File: src/rtl/core/assert_macros.svh
// assertion macros used by the top-level rtl file
`ifndef ASSERT_MACROS_SVH
`define ASSERT_MACROS_SVH

`ifndef SYNTHESIS
// check that is switched off while reset is held
`define RSSG_ASSERT(lbl, prop, msg) \
  lbl: assert property (@(posedge clk) disable iff (!rst_n) prop) else $error(msg);
// check that also holds while reset is held
`define RSSG_ASSERT_ALWAYS(lbl, prop, msg) \
  lbl: assert property (@(posedge clk) prop) else $error(msg);
`else
`define RSSG_ASSERT(lbl, prop, msg)
`define RSSG_ASSERT_ALWAYS(lbl, prop, msg)
`endif

`endif

File: src/rtl/core/rssg_pkg.sv
// types, constants and register codes of the rms sound segment gate
`timescale 1ns / 1ps

package rssg_pkg;

  localparam int MAX_BUFFER  = 4096;
  localparam int COUNT_WIDTH = 20;
  localparam int SAMPLE_W    = 16;
  localparam int LEVEL_W     = 15;
  localparam int FIELD_W     = 20;
  localparam int CFG_W       = 20;
  localparam int CNT_W       = $clog2(MAX_BUFFER + 1);
  localparam int SQ_W        = 2 * SAMPLE_W - 1;
  localparam int SUM_W       = SQ_W + CNT_W - 1;
  localparam int ROOT_W      = (SQ_W + 1) / 2;
  localparam int DIV_STEPS   = SUM_W;
  localparam int SQRT_STEPS  = ROOT_W;
  localparam int STEP_W      = $clog2(DIV_STEPS + 1);

  localparam logic [LEVEL_W-1:0] SOUND_THR_RST    = LEVEL_W'(1638);
  localparam logic [LEVEL_W-1:0] SILENCE_THR_RST  = LEVEL_W'(655);
  localparam logic [FIELD_W-1:0] MIN_DURATION_RST = FIELD_W'(2400);
  localparam logic [FIELD_W-1:0] MIN_SEGMENT_RST  = FIELD_W'(1024);

  typedef enum logic [1:0] {
    REG_SOUND_THR    = 2'd0,
    REG_SILENCE_THR  = 2'd1,
    REG_MIN_DURATION = 2'd2,
    REG_MIN_SEGMENT  = 2'd3
  } rssg_reg_t;

  typedef struct packed {
    logic signed [SAMPLE_W-1:0] sample;
    logic                       last_in_buffer;
  } rssg_in_t;

  typedef struct packed {
    logic [LEVEL_W-1:0] rms_level;
    logic               sound_open;
    logic               segment_closed;
    logic               segment_valid;
    logic [FIELD_W-1:0] segment_length;
    logic [FIELD_W-1:0] segment_elapsed;
  } rssg_out_t;

  typedef enum logic [2:0] {
    GT_IDLE   = 3'd0,
    GT_MUL    = 3'd1,
    GT_ADD    = 3'd2,
    GT_CALC   = 3'd3,
    GT_DECIDE = 3'd4
  } rssg_gate_state_t;

  typedef enum logic [1:0] {
    DS_IDLE = 2'd0,
    DS_DIV  = 2'd1,
    DS_SQRT = 2'd2
  } rssg_ds_state_t;

  // handshake between the gate sequencer and the divide / root unit
  typedef struct packed {
    logic             start;
    logic [SUM_W-1:0] dividend;
  } rssg_ds_req_t;

  typedef struct packed {
    logic              done;
    logic [ROOT_W-1:0] root;
  } rssg_ds_rsp_t;

endpackage

File: src/rtl/core/rms_sound_segment_gate_top.sv
// rms sound segment gate: square accumulation, rms per buffer and hysteresis gate
`timescale 1ns / 1ps

// One audio sample word is taken at a time and the input stalls until it is
// fully processed. A sample that does not end its buffer is accepted, squared
// and accumulated. A sample that ends its buffer is squared and summed, then
// passes 43 restoring-divide steps and 16 square-root steps through the single
// subtract-compare unit of the divide / root sequencer; the root is handed back
// and the threshold decision is made. The result word sits in an output
// register, so the next sample is taken while it waits; only a second buffer
// end finding that register still full waits for it. A buffer ends on the
// last_in_buffer flag or at 4096 samples.

`include "assert_macros.svh"

module rms_sound_segment_gate_top import rssg_pkg::*; (
  input  logic               clk,
  input  logic               rst_n,
  input  logic               in_valid,
  output logic               in_stall,
  input  rssg_in_t           in_data,
  output logic               out_valid,
  input  logic               out_stall,
  output rssg_out_t          out_data,
  input  logic               cfg_we,
  input  logic [1:0]         cfg_index,
  input  logic [CFG_W-1:0]   cfg_wdata
);

  rssg_gate_state_t       state_r, state_nxt;
  logic [LEVEL_W-1:0]     snd_thr_r, sil_thr_r;
  logic [FIELD_W-1:0]     min_dur_r, min_seg_r;
  logic [SAMPLE_W-1:0]    mag_r, mag_nxt;
  logic                   last_r, last_nxt;
  logic [SQ_W-1:0]        prod_r, prod_nxt;
  logic [SUM_W-1:0]       sum_r, sum_nxt;
  logic [CNT_W-1:0]       cnt_r, cnt_nxt;
  logic [CNT_W-1:0]       n_r, n_nxt;
  logic                   in_seg_r, in_seg_nxt;
  logic [COUNT_WIDTH-1:0] elapsed_r, elapsed_nxt;
  logic [COUNT_WIDTH-1:0] loud_r, loud_nxt;
  logic                   out_valid_r, out_valid_nxt;
  rssg_out_t              out_data_r, out_data_nxt;

  rssg_ds_req_t           ds_req;
  rssg_ds_rsp_t           ds_rsp;

  logic [CNT_W-1:0]       cnt_inc;
  logic                   buf_end;
  logic [SUM_W-1:0]       sum_add;
  logic [LEVEL_W-1:0]     rms;
  logic                   is_loud, is_quiet, closing, slot_free;
  logic [COUNT_WIDTH-1:0] loud_base;
  logic [COUNT_WIDTH:0]   loud_sum;
  logic [COUNT_WIDTH-1:0] loud_sat;
  logic [SQ_W-1:0]        mag_sq;

  rssg_divsqrt u_divsqrt (
    .clk     (clk),
    .rst_n   (rst_n),
    .req     (ds_req),
    .divisor (n_r),
    .rsp     (ds_rsp)
  );

  // configuration registers
  always_ff @(posedge clk) begin
    if (!rst_n) begin
      snd_thr_r <= SOUND_THR_RST;
      sil_thr_r <= SILENCE_THR_RST;
      min_dur_r <= MIN_DURATION_RST;
      min_seg_r <= MIN_SEGMENT_RST;
    end else if (cfg_we) begin
      case (rssg_reg_t'(cfg_index))
        REG_SOUND_THR:    snd_thr_r <= cfg_wdata[LEVEL_W-1:0];
        REG_SILENCE_THR:  sil_thr_r <= cfg_wdata[LEVEL_W-1:0];
        REG_MIN_DURATION: min_dur_r <= cfg_wdata[FIELD_W-1:0];
        REG_MIN_SEGMENT:  min_seg_r <= cfg_wdata[FIELD_W-1:0];
        default: begin
        end
      endcase
    end
  end

  assign mag_sq  = SQ_W'(mag_r * mag_r);
  assign cnt_inc = cnt_r + CNT_W'(1);
  assign buf_end = last_r || (cnt_inc == CNT_W'(MAX_BUFFER));
  assign sum_add = sum_r + {{(SUM_W-SQ_W){1'b0}}, prod_r};

  // full-scale level saturates
  assign rms      = ds_rsp.root[ROOT_W-1] ? {LEVEL_W{1'b1}} : ds_rsp.root[LEVEL_W-1:0];
  assign is_loud  = rms > snd_thr_r;
  assign is_quiet = rms < sil_thr_r;
  assign closing  = !is_loud && in_seg_r && is_quiet;
  assign slot_free = !out_valid_r || !out_stall;

  // onset starts the loud count from zero
  assign loud_base = in_seg_r ? loud_r : '0;
  assign loud_sum  = {1'b0, loud_base} + {{(COUNT_WIDTH+1-CNT_W){1'b0}}, n_r};
  assign loud_sat  = loud_sum[COUNT_WIDTH] ? {COUNT_WIDTH{1'b1}} : loud_sum[COUNT_WIDTH-1:0];

  always_comb begin
    state_nxt     = state_r;
    mag_nxt       = mag_r;
    last_nxt      = last_r;
    prod_nxt      = prod_r;
    sum_nxt       = sum_r;
    cnt_nxt       = cnt_r;
    n_nxt         = n_r;
    in_seg_nxt    = in_seg_r;
    elapsed_nxt   = elapsed_r;
    loud_nxt      = loud_r;
    out_valid_nxt = out_valid_r && out_stall;
    out_data_nxt  = out_data_r;
    ds_req.start    = 1'b0;
    ds_req.dividend = sum_add;
    in_stall      = (state_r != GT_IDLE);
    case (state_r)
      GT_IDLE: begin
        if (in_valid) begin
          mag_nxt   = in_data.sample[SAMPLE_W-1] ? SAMPLE_W'(-in_data.sample)
                                                 : SAMPLE_W'(in_data.sample);
          last_nxt  = in_data.last_in_buffer;
          state_nxt = GT_MUL;
        end
      end
      GT_MUL: begin
        prod_nxt  = mag_sq;
        state_nxt = GT_ADD;
      end
      GT_ADD: begin
        if (in_seg_r && (elapsed_r != {COUNT_WIDTH{1'b1}})) begin
          elapsed_nxt = elapsed_r + COUNT_WIDTH'(1);
        end
        if (buf_end) begin
          ds_req.start = 1'b1;
          n_nxt     = cnt_inc;
          sum_nxt   = '0;
          cnt_nxt   = '0;
          state_nxt = GT_CALC;
        end else begin
          sum_nxt   = sum_add;
          cnt_nxt   = cnt_inc;
          state_nxt = GT_IDLE;
        end
      end
      GT_CALC: begin
        if (ds_rsp.done) begin
          state_nxt = GT_DECIDE;
        end
      end
      GT_DECIDE: begin
        if (slot_free) begin
          out_data_nxt.rms_level       = rms;
          out_data_nxt.segment_closed  = closing;
          out_data_nxt.segment_valid   = closing && (elapsed_r > min_dur_r)
                                                 && (loud_r > min_seg_r);
          out_data_nxt.sound_open      = in_seg_r;
          out_data_nxt.segment_length  = '0;
          out_data_nxt.segment_elapsed = '0;
          if (is_loud) begin
            in_seg_nxt  = 1'b1;
            loud_nxt    = loud_sat;
            out_data_nxt.sound_open      = 1'b1;
            out_data_nxt.segment_length  = loud_sat;
            out_data_nxt.segment_elapsed = in_seg_r ? elapsed_r : '0;
            if (!in_seg_r) begin
              elapsed_nxt = '0;
            end
          end else if (closing) begin
            in_seg_nxt = 1'b0;
            out_data_nxt.sound_open      = 1'b0;
            out_data_nxt.segment_length  = loud_r;
            out_data_nxt.segment_elapsed = elapsed_r;
          end else if (in_seg_r) begin
            out_data_nxt.segment_length  = loud_r;
            out_data_nxt.segment_elapsed = elapsed_r;
          end
          out_valid_nxt = 1'b1;
          state_nxt     = GT_IDLE;
        end
      end
      default: begin
        state_nxt = GT_IDLE;
      end
    endcase
  end

  always_ff @(posedge clk) begin
    if (!rst_n) begin
      state_r     <= GT_IDLE;
      sum_r       <= '0;
      cnt_r       <= '0;
      in_seg_r    <= 1'b0;
      elapsed_r   <= '0;
      loud_r      <= '0;
      out_valid_r <= 1'b0;
    end else begin
      state_r     <= state_nxt;
      sum_r       <= sum_nxt;
      cnt_r       <= cnt_nxt;
      in_seg_r    <= in_seg_nxt;
      elapsed_r   <= elapsed_nxt;
      loud_r      <= loud_nxt;
      out_valid_r <= out_valid_nxt;
    end
    mag_r      <= mag_nxt;
    last_r     <= last_nxt;
    prod_r     <= prod_nxt;
    n_r        <= n_nxt;
    out_data_r <= out_data_nxt;
  end

  assign out_valid = out_valid_r;
  assign out_data  = out_data_r;

  `RSSG_ASSERT(a_close_shuts, out_valid |-> !(out_data.segment_closed && out_data.sound_open), "closed segment reported open")
  `RSSG_ASSERT(a_valid_needs_close, out_valid |-> (out_data.segment_closed || !out_data.segment_valid), "segment valid without close")
  `RSSG_ASSERT(a_idle_fields_zero, (out_valid && !out_data.sound_open && !out_data.segment_closed) |-> (out_data.segment_length == '0 && out_data.segment_elapsed == '0), "segment fields set with no segment")
  `RSSG_ASSERT(a_done_in_calc, ds_rsp.done |-> (state_r == GT_CALC), "root finished outside calc")
  `RSSG_ASSERT(a_count_bound, cnt_r < CNT_W'(MAX_BUFFER), "buffer count reached its limit")

endmodule

File: src/rtl/core/rssg_divsqrt.sv
// shared subtract-compare unit: restoring divide then bit-pair square root
`timescale 1ns / 1ps

module rssg_divsqrt import rssg_pkg::*; (
  input  logic               clk,
  input  logic               rst_n,
  input  rssg_ds_req_t       req,
  input  logic [CNT_W-1:0]   divisor,
  output rssg_ds_rsp_t       rsp
);

  rssg_ds_state_t    state_r, state_nxt;
  logic [STEP_W-1:0] step_r, step_nxt;
  logic [SUM_W-1:0]  dvd_r, dvd_nxt;
  logic [CNT_W-1:0]  rem_r, rem_nxt;
  logic [SQ_W-1:0]   v_r, v_nxt;
  logic [SQ_W-1:0]   root_r, root_nxt;
  logic [SQ_W-1:0]   bit_r, bit_nxt;
  logic              done_r, done_nxt;

  // the one shared unit
  logic [SQ_W-1:0]   op_a, op_b;
  logic [SQ_W:0]     diff;
  logic              ge;
  logic [CNT_W:0]    trial;
  logic [SUM_W-1:0]  dvd_shift;

  assign trial = {rem_r, dvd_r[SUM_W-1]};
  assign diff  = {1'b0, op_a} - {1'b0, op_b};
  assign ge    = ~diff[SQ_W];
  assign dvd_shift = {dvd_r[SUM_W-2:0], ge};

  always_comb begin
    op_a = {{(SQ_W-CNT_W-1){1'b0}}, trial};
    op_b = {{(SQ_W-CNT_W){1'b0}}, divisor};
    if (state_r == DS_SQRT) begin
      op_a = v_r;
      // root bits sit above the trial bit, so or is the sum
      op_b = root_r | bit_r;
    end
  end

  always_comb begin
    state_nxt = state_r;
    step_nxt  = step_r;
    dvd_nxt   = dvd_r;
    rem_nxt   = rem_r;
    v_nxt     = v_r;
    root_nxt  = root_r;
    bit_nxt   = bit_r;
    done_nxt  = 1'b0;
    case (state_r)
      DS_IDLE: begin
        if (req.start) begin
          dvd_nxt   = req.dividend;
          rem_nxt   = '0;
          step_nxt  = STEP_W'(DIV_STEPS - 1);
          state_nxt = DS_DIV;
        end
      end
      DS_DIV: begin
        dvd_nxt = dvd_shift;
        rem_nxt = ge ? diff[CNT_W-1:0] : trial[CNT_W-1:0];
        step_nxt = step_r - STEP_W'(1);
        if (step_r == '0) begin
          // quotient never needs more than the square width
          v_nxt     = dvd_shift[SQ_W-1:0];
          root_nxt  = '0;
          bit_nxt   = SQ_W'(1) << (SQ_W - 1);
          step_nxt  = STEP_W'(SQRT_STEPS - 1);
          state_nxt = DS_SQRT;
        end
      end
      DS_SQRT: begin
        if (ge) begin
          v_nxt    = diff[SQ_W-1:0];
          root_nxt = (root_r >> 1) | bit_r;
        end else begin
          root_nxt = root_r >> 1;
        end
        bit_nxt  = bit_r >> 2;
        step_nxt = step_r - STEP_W'(1);
        if (step_r == '0) begin
          done_nxt  = 1'b1;
          state_nxt = DS_IDLE;
        end
      end
      default: begin
        state_nxt = DS_IDLE;
      end
    endcase
  end

  always_ff @(posedge clk) begin
    if (!rst_n) begin
      state_r <= DS_IDLE;
      done_r  <= 1'b0;
    end else begin
      state_r <= state_nxt;
      done_r  <= done_nxt;
    end
    step_r <= step_nxt;
    dvd_r  <= dvd_nxt;
    rem_r  <= rem_nxt;
    v_r    <= v_nxt;
    root_r <= root_nxt;
    bit_r  <= bit_nxt;
  end

  assign rsp.done = done_r;
  assign rsp.root = root_r[ROOT_W-1:0];

endmodule
File: config.mk
export PLATFORM = sky130hd
export DESIGN_NAME = rms_sound_segment_gate_top
export DESIGN_NICKNAME = d
export VERILOG_FILES = /design/src/rtl/core/rssg_pkg.sv /design/src/rtl/core/rms_sound_segment_gate_top.sv /design/src/rtl/core/rssg_divsqrt.sv
export VERILOG_INCLUDE_DIRS = /design/src /design/src/rtl/core
export SDC_FILE = /design/constraint.sdc
export NUM_CORES = 2
export LEC_CHECK = 0
export ABC_CLOCK_PERIOD_IN_PS = 12600
export BUFFER_PORTS_ARGS = -buffer_cell sky130_fd_sc_hd__buf_2
export CAP_MARGIN = 20
export CORE_UTILIZATION = 59
export DETAILED_ROUTE_END_ITERATION = 8
export GPL_TIMING_DRIVEN = 0
export HOLD_SLACK_MARGIN = 0.06
export PLACE_DENSITY = 0.78
export SLEW_MARGIN = 20
export SYNTH_ARGS = -nofsm -noshare
export SYNTH_HDL_FRONTEND = slang
export SYNTH_SLANG_ARGS = --single-unit
File: constraint.sdc
create_clock -name clk -period 12.6 [get_ports clk]
set_clock_uncertainty 0.1 [all_clocks]
set_input_delay 2.52 -clock clk [delete_from_list [all_inputs] [get_ports clk]]
set_output_delay 2.52 -clock clk [all_outputs]
set_load 0.02 [all_outputs]
## Word level (Yosys, flattened, before mapping)

Index checks and enable logic that the tools add are counted.

| operators by class | value |
|---|---|
| bitwise operators | 3 |
| muxes and demuxes | 48 |
| multiply operators | 1 |
| order comparisons | 4 |
| reduce and logical (&&, ||, !) cells | 36 |
| eq/ne operators | 20 |
| add/sub/neg operators | 7 |

Operators by type and width:

| cell | count |
|---|---|
| $mux W31 | 7 |
| $pmux W31 S2 | 3 |
| $mux W20 | 6 |
| $mux W40 | 3 |
| $mux W43 | 2 |
| $pmux W43 S2 | 1 |
| $add A43 B31 Y43 | 1 |
| $gt A20 B20 Y1 | 2 |
| $pmux W20 S2 | 1 |
| $mux W13 | 3 |
| $sub A31 B31 Y32 | 1 |
| $mul A16 B16 Y31 | 1 |
| $or A30 B31 Y31 | 1 |
| $or A31 B31 Y31 | 1 |
| $mux W15 | 2 |
| $pmux W13 S2 | 1 |
| $reduce_and A2 Y1 | 11 |
| $add A20 B13 Y21 | 1 |
| $add A20 B1 Y20 const B | 1 |
| $ne A20 B20 Y1 const B | 1 |
| $pmux W6 S3 | 1 |
| $neg A16 Y16 | 1 |
| $gt A15 B15 Y1 | 1 |
| $lt A15 B15 Y1 | 1 |
| other kinds (27) | 65 |

| word-level totals | value |
|---|---|
| input bits | 44 |
| word-level logic and storage cells | 149 |
| bits in registers | 448 |
| output and inout port bits | 60 |

## Depth between registers and ports, before layout

| depth | value |
|---|---|
| word-level depth | 7 |
| mapped depth | 26 |
| mapped depth without buffers | 25 |

## Hierarchy

Synthesis repeated with hierarchy kept, for this count alone.

| unflattened totals | value |
|---|---|
| cell total of the unflattened synthesis | 3314 |
| area, all modules | 31525.2 µm² |

By module, submodules not included:

| module | instances | seq. area each (µm²) | cells each | area an instance (µm²) |
|---|---|---|---|---|
| rms_sound_segment_gate_top | 1 | 6966.7 | 2560 | 22968.3 |
| rssg_divsqrt | 1 | 4264.1 | 754 | 8557.0 |

## Least setup slack after synthesis

Ideal clock, no wire load.

| timing | value |
|---|---|
| kind | register to register |
| start | reg mag_r[1] |
| end | reg prod_r[28] (data pin) |
| stages on the path, launching flop included | 24 |
| setup slack | 6039 ps |
| required time | 12242 ps |
| setup time | 258 ps |
| path buffers | 2 |
| period minus slack after synthesis | 6561 ps |
| arrival time | 6203 ps |
| cells stage by stage | edfxtp_1 > clkbuf_1 > clkbuf_1 > nand2_1 > fa_1 > inv_1 > fa_1 > fa_1 > fa_1 > fa_1 > inv_1 > fa_1 > inv_1 > ha_1 > a21o_1 > a21oi_1 > o21ai_0 > a41oi_2 > a21oi_1 > a41o_1 > o41ai_2 > o21bai_1 > a21oi_1 > xnor2_1 |

| on the way | value |
|---|---|
| word-level cells in the longest chain between the ends | 1 |

Ends and longest elaborated chain:

| what | RTL line | RTL |
|---|---|---|
| from (decl) | rms_sound_segment_gate_top.sv:33 | `logic [SAMPLE_W-1:0] mag_r, mag_nxt;` |
| from (signal assigned) | rms_sound_segment_gate_top.sv:207 | `mag_r <= mag_nxt;` |
| $mul A16 B16 Y31 | rms_sound_segment_gate_top.sv:85 | `assign mag_sq = SQ_W'(mag_r * mag_r);` |
| via mag_sq[28] | rms_sound_segment_gate_top.sv:56 | `logic [SQ_W-1:0] mag_sq;` |
| to (signal assigned) | rms_sound_segment_gate_top.sv:209 | `prod_r <= prod_nxt;` |
| to (decl) | rms_sound_segment_gate_top.sv:35 | `logic [SQ_W-1:0] prod_r, prod_nxt;` |

The timed path passes the listed nets, and every way through them passes these cells.
A chain may end at the register's enable or synchronous reset.

## Worst setup path in the final report

| timing | value |
|---|---|
| start | reg mag_r[4] |
| end | reg prod_r[28] (data pin) |

Same word-level chain as after synthesis.

==> impl_metrics.ini <==
[status]
status = finished clean

[synthesis]
synthAdderAreaFrac_pct = 21.1
syn_area_per_cell_um2 = 9.37
async_reset_ff_share_pct = 0
synthCells = 3261
synth_edf_count = 258
syn-num-nets = 3721
synth_top_area_share_pct = 25.4
synth_top_family_by_area = adder cells
synth-compound-area-share_pct = 14.2
ys_seq_area_share_pct = 36.8
synth_xor_area_share_pct = 4.01
yosys_warnings = 0
synth.area.mux_share_pct = 1.65
syn_area_um2 = 30600
synth.area.top_cells = edfxtp_1, dfxtp_1, fa_1
synth_seq_cells = 432
yosys.area_share.simple_pct = 16.2
yosys_most_used_dff = edfxtp_1
yosysTopAreaCell = edfxtp_1
synth.distinct_cells = 92

[setup_path]
crit_slowest_cell = edfxtp_1
endpoint_kind = flip-flop
crit_fanout = 10
crit_path_frequent_cell = fa_1
path_buf_inv = 4
crit_arrival_ns = 8.21
cp.required_ns = 12.85
crit_path_max_incr_delay_ns = 0.65
path_class = flip-flop to flip-flop
critPathTopFamily = adder cells
crit_chain = clkbuf_1, nand2_1, fa_1, inv_1, fa_1, fa_1, fa_1, fa_1, inv_1, fa_1, inv_1, ha_1, a21o_1, a21oi_1, o21ai_0, a41oi_2, a21oi_1, a41o_1, o41ai_2, o21bai_1, a21oi_1, xnor2_1
cp-start-kind = flip-flop

[sta]
maxClockFrequency_mhz = 126
max_slew_margin_pct = 31.9
setup_slack_ns = 4.64
setup_violations = 0
finalCritPeriodShare_pct = 63.2
slew_viol_final = 0
hold_violations = 0
post-route-min-period_ns = 7.96
grt_setup_unrepaired = false
worst_pin_slew_ns = 1.01
setup_tns_ns = 0

[floorplan]
pin_count = 104
die_area_um2 = 52700
core-area_um2 = 51200
fp.dieH_um = 230
initial_core_util_pct = 59.7
row_count = 83
die_w_um = 230

[grt]
grt_first_pass_wirelength_mm = 128
antenna_found_initial = 1
grt_pass1_vias = 24000
track_usage_pct = 30.8
busiest_layer = met2
grtUsageMet2_pct = 51.9
grt_overflow_total = 0
use_met3_pct = 3.51
use_met1_pct = 40.4
grt_max_degree = 60

[cts]
cts_buffers = 48
clk_pin_slew_ns = 0.06
cts_tree = yes
hold_buffers = 0
cts_max_level = 2
clkLatencyLatePin_ns = 0.62
cts_resized = 0
ctsLongestPathBuffers = 3
cts_sinks = 432
cts_setup_buffers = 0
root_buffer = clkbuf_16

[run]
maxCapViolCount = 0

[drt]
vias = 24400
via_per_inst = 5.90
wl_mm = 80.9
antenna_left = 0
first_pass_iters = 6
initialDrtViolationCount = 1994
wl_per_cell_um = 19.5
drc = 0

[cells_and_area]
final_nets = 3878
antenna_cells = 0
drive_gt1_share_pct = 8.82
area_growth_syn_to_layout_pct = 10.2
finalCoreUtilization_pct = 65.8
final_cells = 4138

[place]
io_buffers = 102
place_ws_ns = 4.69
gp_congestion = 0.932
hpwl_mm = 62.4
dpl.cell_count = 4048

[min_path]
hp-class = flip-flop to flip-flop
-- area by class of cell --
cell class / instances / area, µm²
Multi-Input combinational cell: 2337 / 17500
Clock inverter: 24 / 225
Clock buffer: 66 / 1380
Sequential cell: 432 / 11200
Timing Repair Buffer: 107 / 632
Fill cell: 4143 / 17500
Inverter: 365 / 1370
Buffer: 127 / 495
Tap cell: 680 / 851
-- worst reg2reg max path: cells and delay by family (launching register included) --
family	cells	cell delay, ns
DFF	1	0.65
adders and majority gates	7	3.68
AOI/OAI and AO/OA	9	2.31
buffers and inverters	4	0.72
and+or+nand+nor	1	0.17
xor gates and xnor gates	1	0.08
-- layout by cell type (no fill, tap or decap), types with 41 or more instances in the layout --
master	count
and2_1	135
xnor2_1	102
clkbuf_1	113
inv_1	361
dfxtp_1	174
a21o_1	61
nand3_1	65
buf_2	111
fa_1	165
clkbuf_16	50
a21oi_1	225
edfxtp_1	258
nor2_1	177
o21ai_0	177
ha_1	251
nand2_1	419
mux2_2	41
-- through the flow --
| stage | cell area, µm² | hold slack (ns) |
|---|---|---|
| 3_5_place_dp | 32100 | 0.349 |
| 6_report | 33700 | 0.358 |
| 3_3_place_gp | 31900 | 0.343 |
| 4_1_cts | 33700 | 0.358 |
| 5_1_grt | 33700 | 0.369 |
| 2_1_floorplan | 30600 | 0.329 |
-- final timing paths --
check	from	to	slack (ns)	cells after the start
worst max-delay path	mag_r[4]$_DFFE_PP_	prod_r[28]$_DFFE_PP_	4.64	22
worst max register to register	mag_r[4]$_DFFE_PP_	prod_r[28]$_DFFE_PP_	4.64	22
worst min register to register	sil_thr_r[14]$_SDFFE_PN0P_	sil_thr_r[14]$_SDFFE_PN0P_	0.36	2
worst min-delay path	sil_thr_r[14]$_SDFFE_PN0P_	sil_thr_r[14]$_SDFFE_PN0P_	0.36	2
-- synth_stat cells (8+ instances only) --
cell      count
a211oi_1     18
a21boi_0      8
a21o_1       61
a21oi_1     227
a22oi_1      14
a31oi_1      21
and2_1      135
and3_1       25
buf_1        12
buf_2         9
clkbuf_1    105
dfxtp_1     174
edfxtp_1    258
fa_1        165
ha_1        251
inv_1       363
mux2_2       42
nand2_1     419
nand2b_1     22
nand3_1      65
nand4_1      31
nor2_1      179
nor2b_1      28
nor3_1       40
o211ai_1     25
o21a_1       22
o21ai_0     177
o21ai_1      31
o21bai_1     16
o31ai_1       9
or2_2        22
or3_1        22
xnor2_1     102
xor2_1       38
-- layer usage --
layer / share of wire [%] / vias to the layer above
met4: 4.1 / 2
met3: 6.4 / 202
met5: 0.015 / -
met2: 48 / 912
met1: 42 / 11800
li1: - / 11500
-- cells by family after synthesis --
logic type / after synthesis
xor gates and xnor gates: 140
and+or+nand+nor: 1036
muxes: 45
AOI/OAI and AO/OA: 700
buffers and inverters: 492
adders and majority gates: 416
DFF: 432
-- registers in the layout (all words and copies together) (netlist names), 15 cells and up --
signal,flops
u_divsqrt.v_r,31
u_divsqrt.root_r,31
min_dur_r,20
prod_r,30
elapsed_r,20
min_seg_r,20
snd_thr_r,15
sum_r,43
u_divsqrt.dvd_r,43
loud_r,20
out_data,58
mag_r,16
sil_thr_r,15
u_divsqrt.bit_r,16
Power is left out: the tool's default activity adds up to more than one toggle a clock period on the data nets, which glitch-free logic cannot reach.
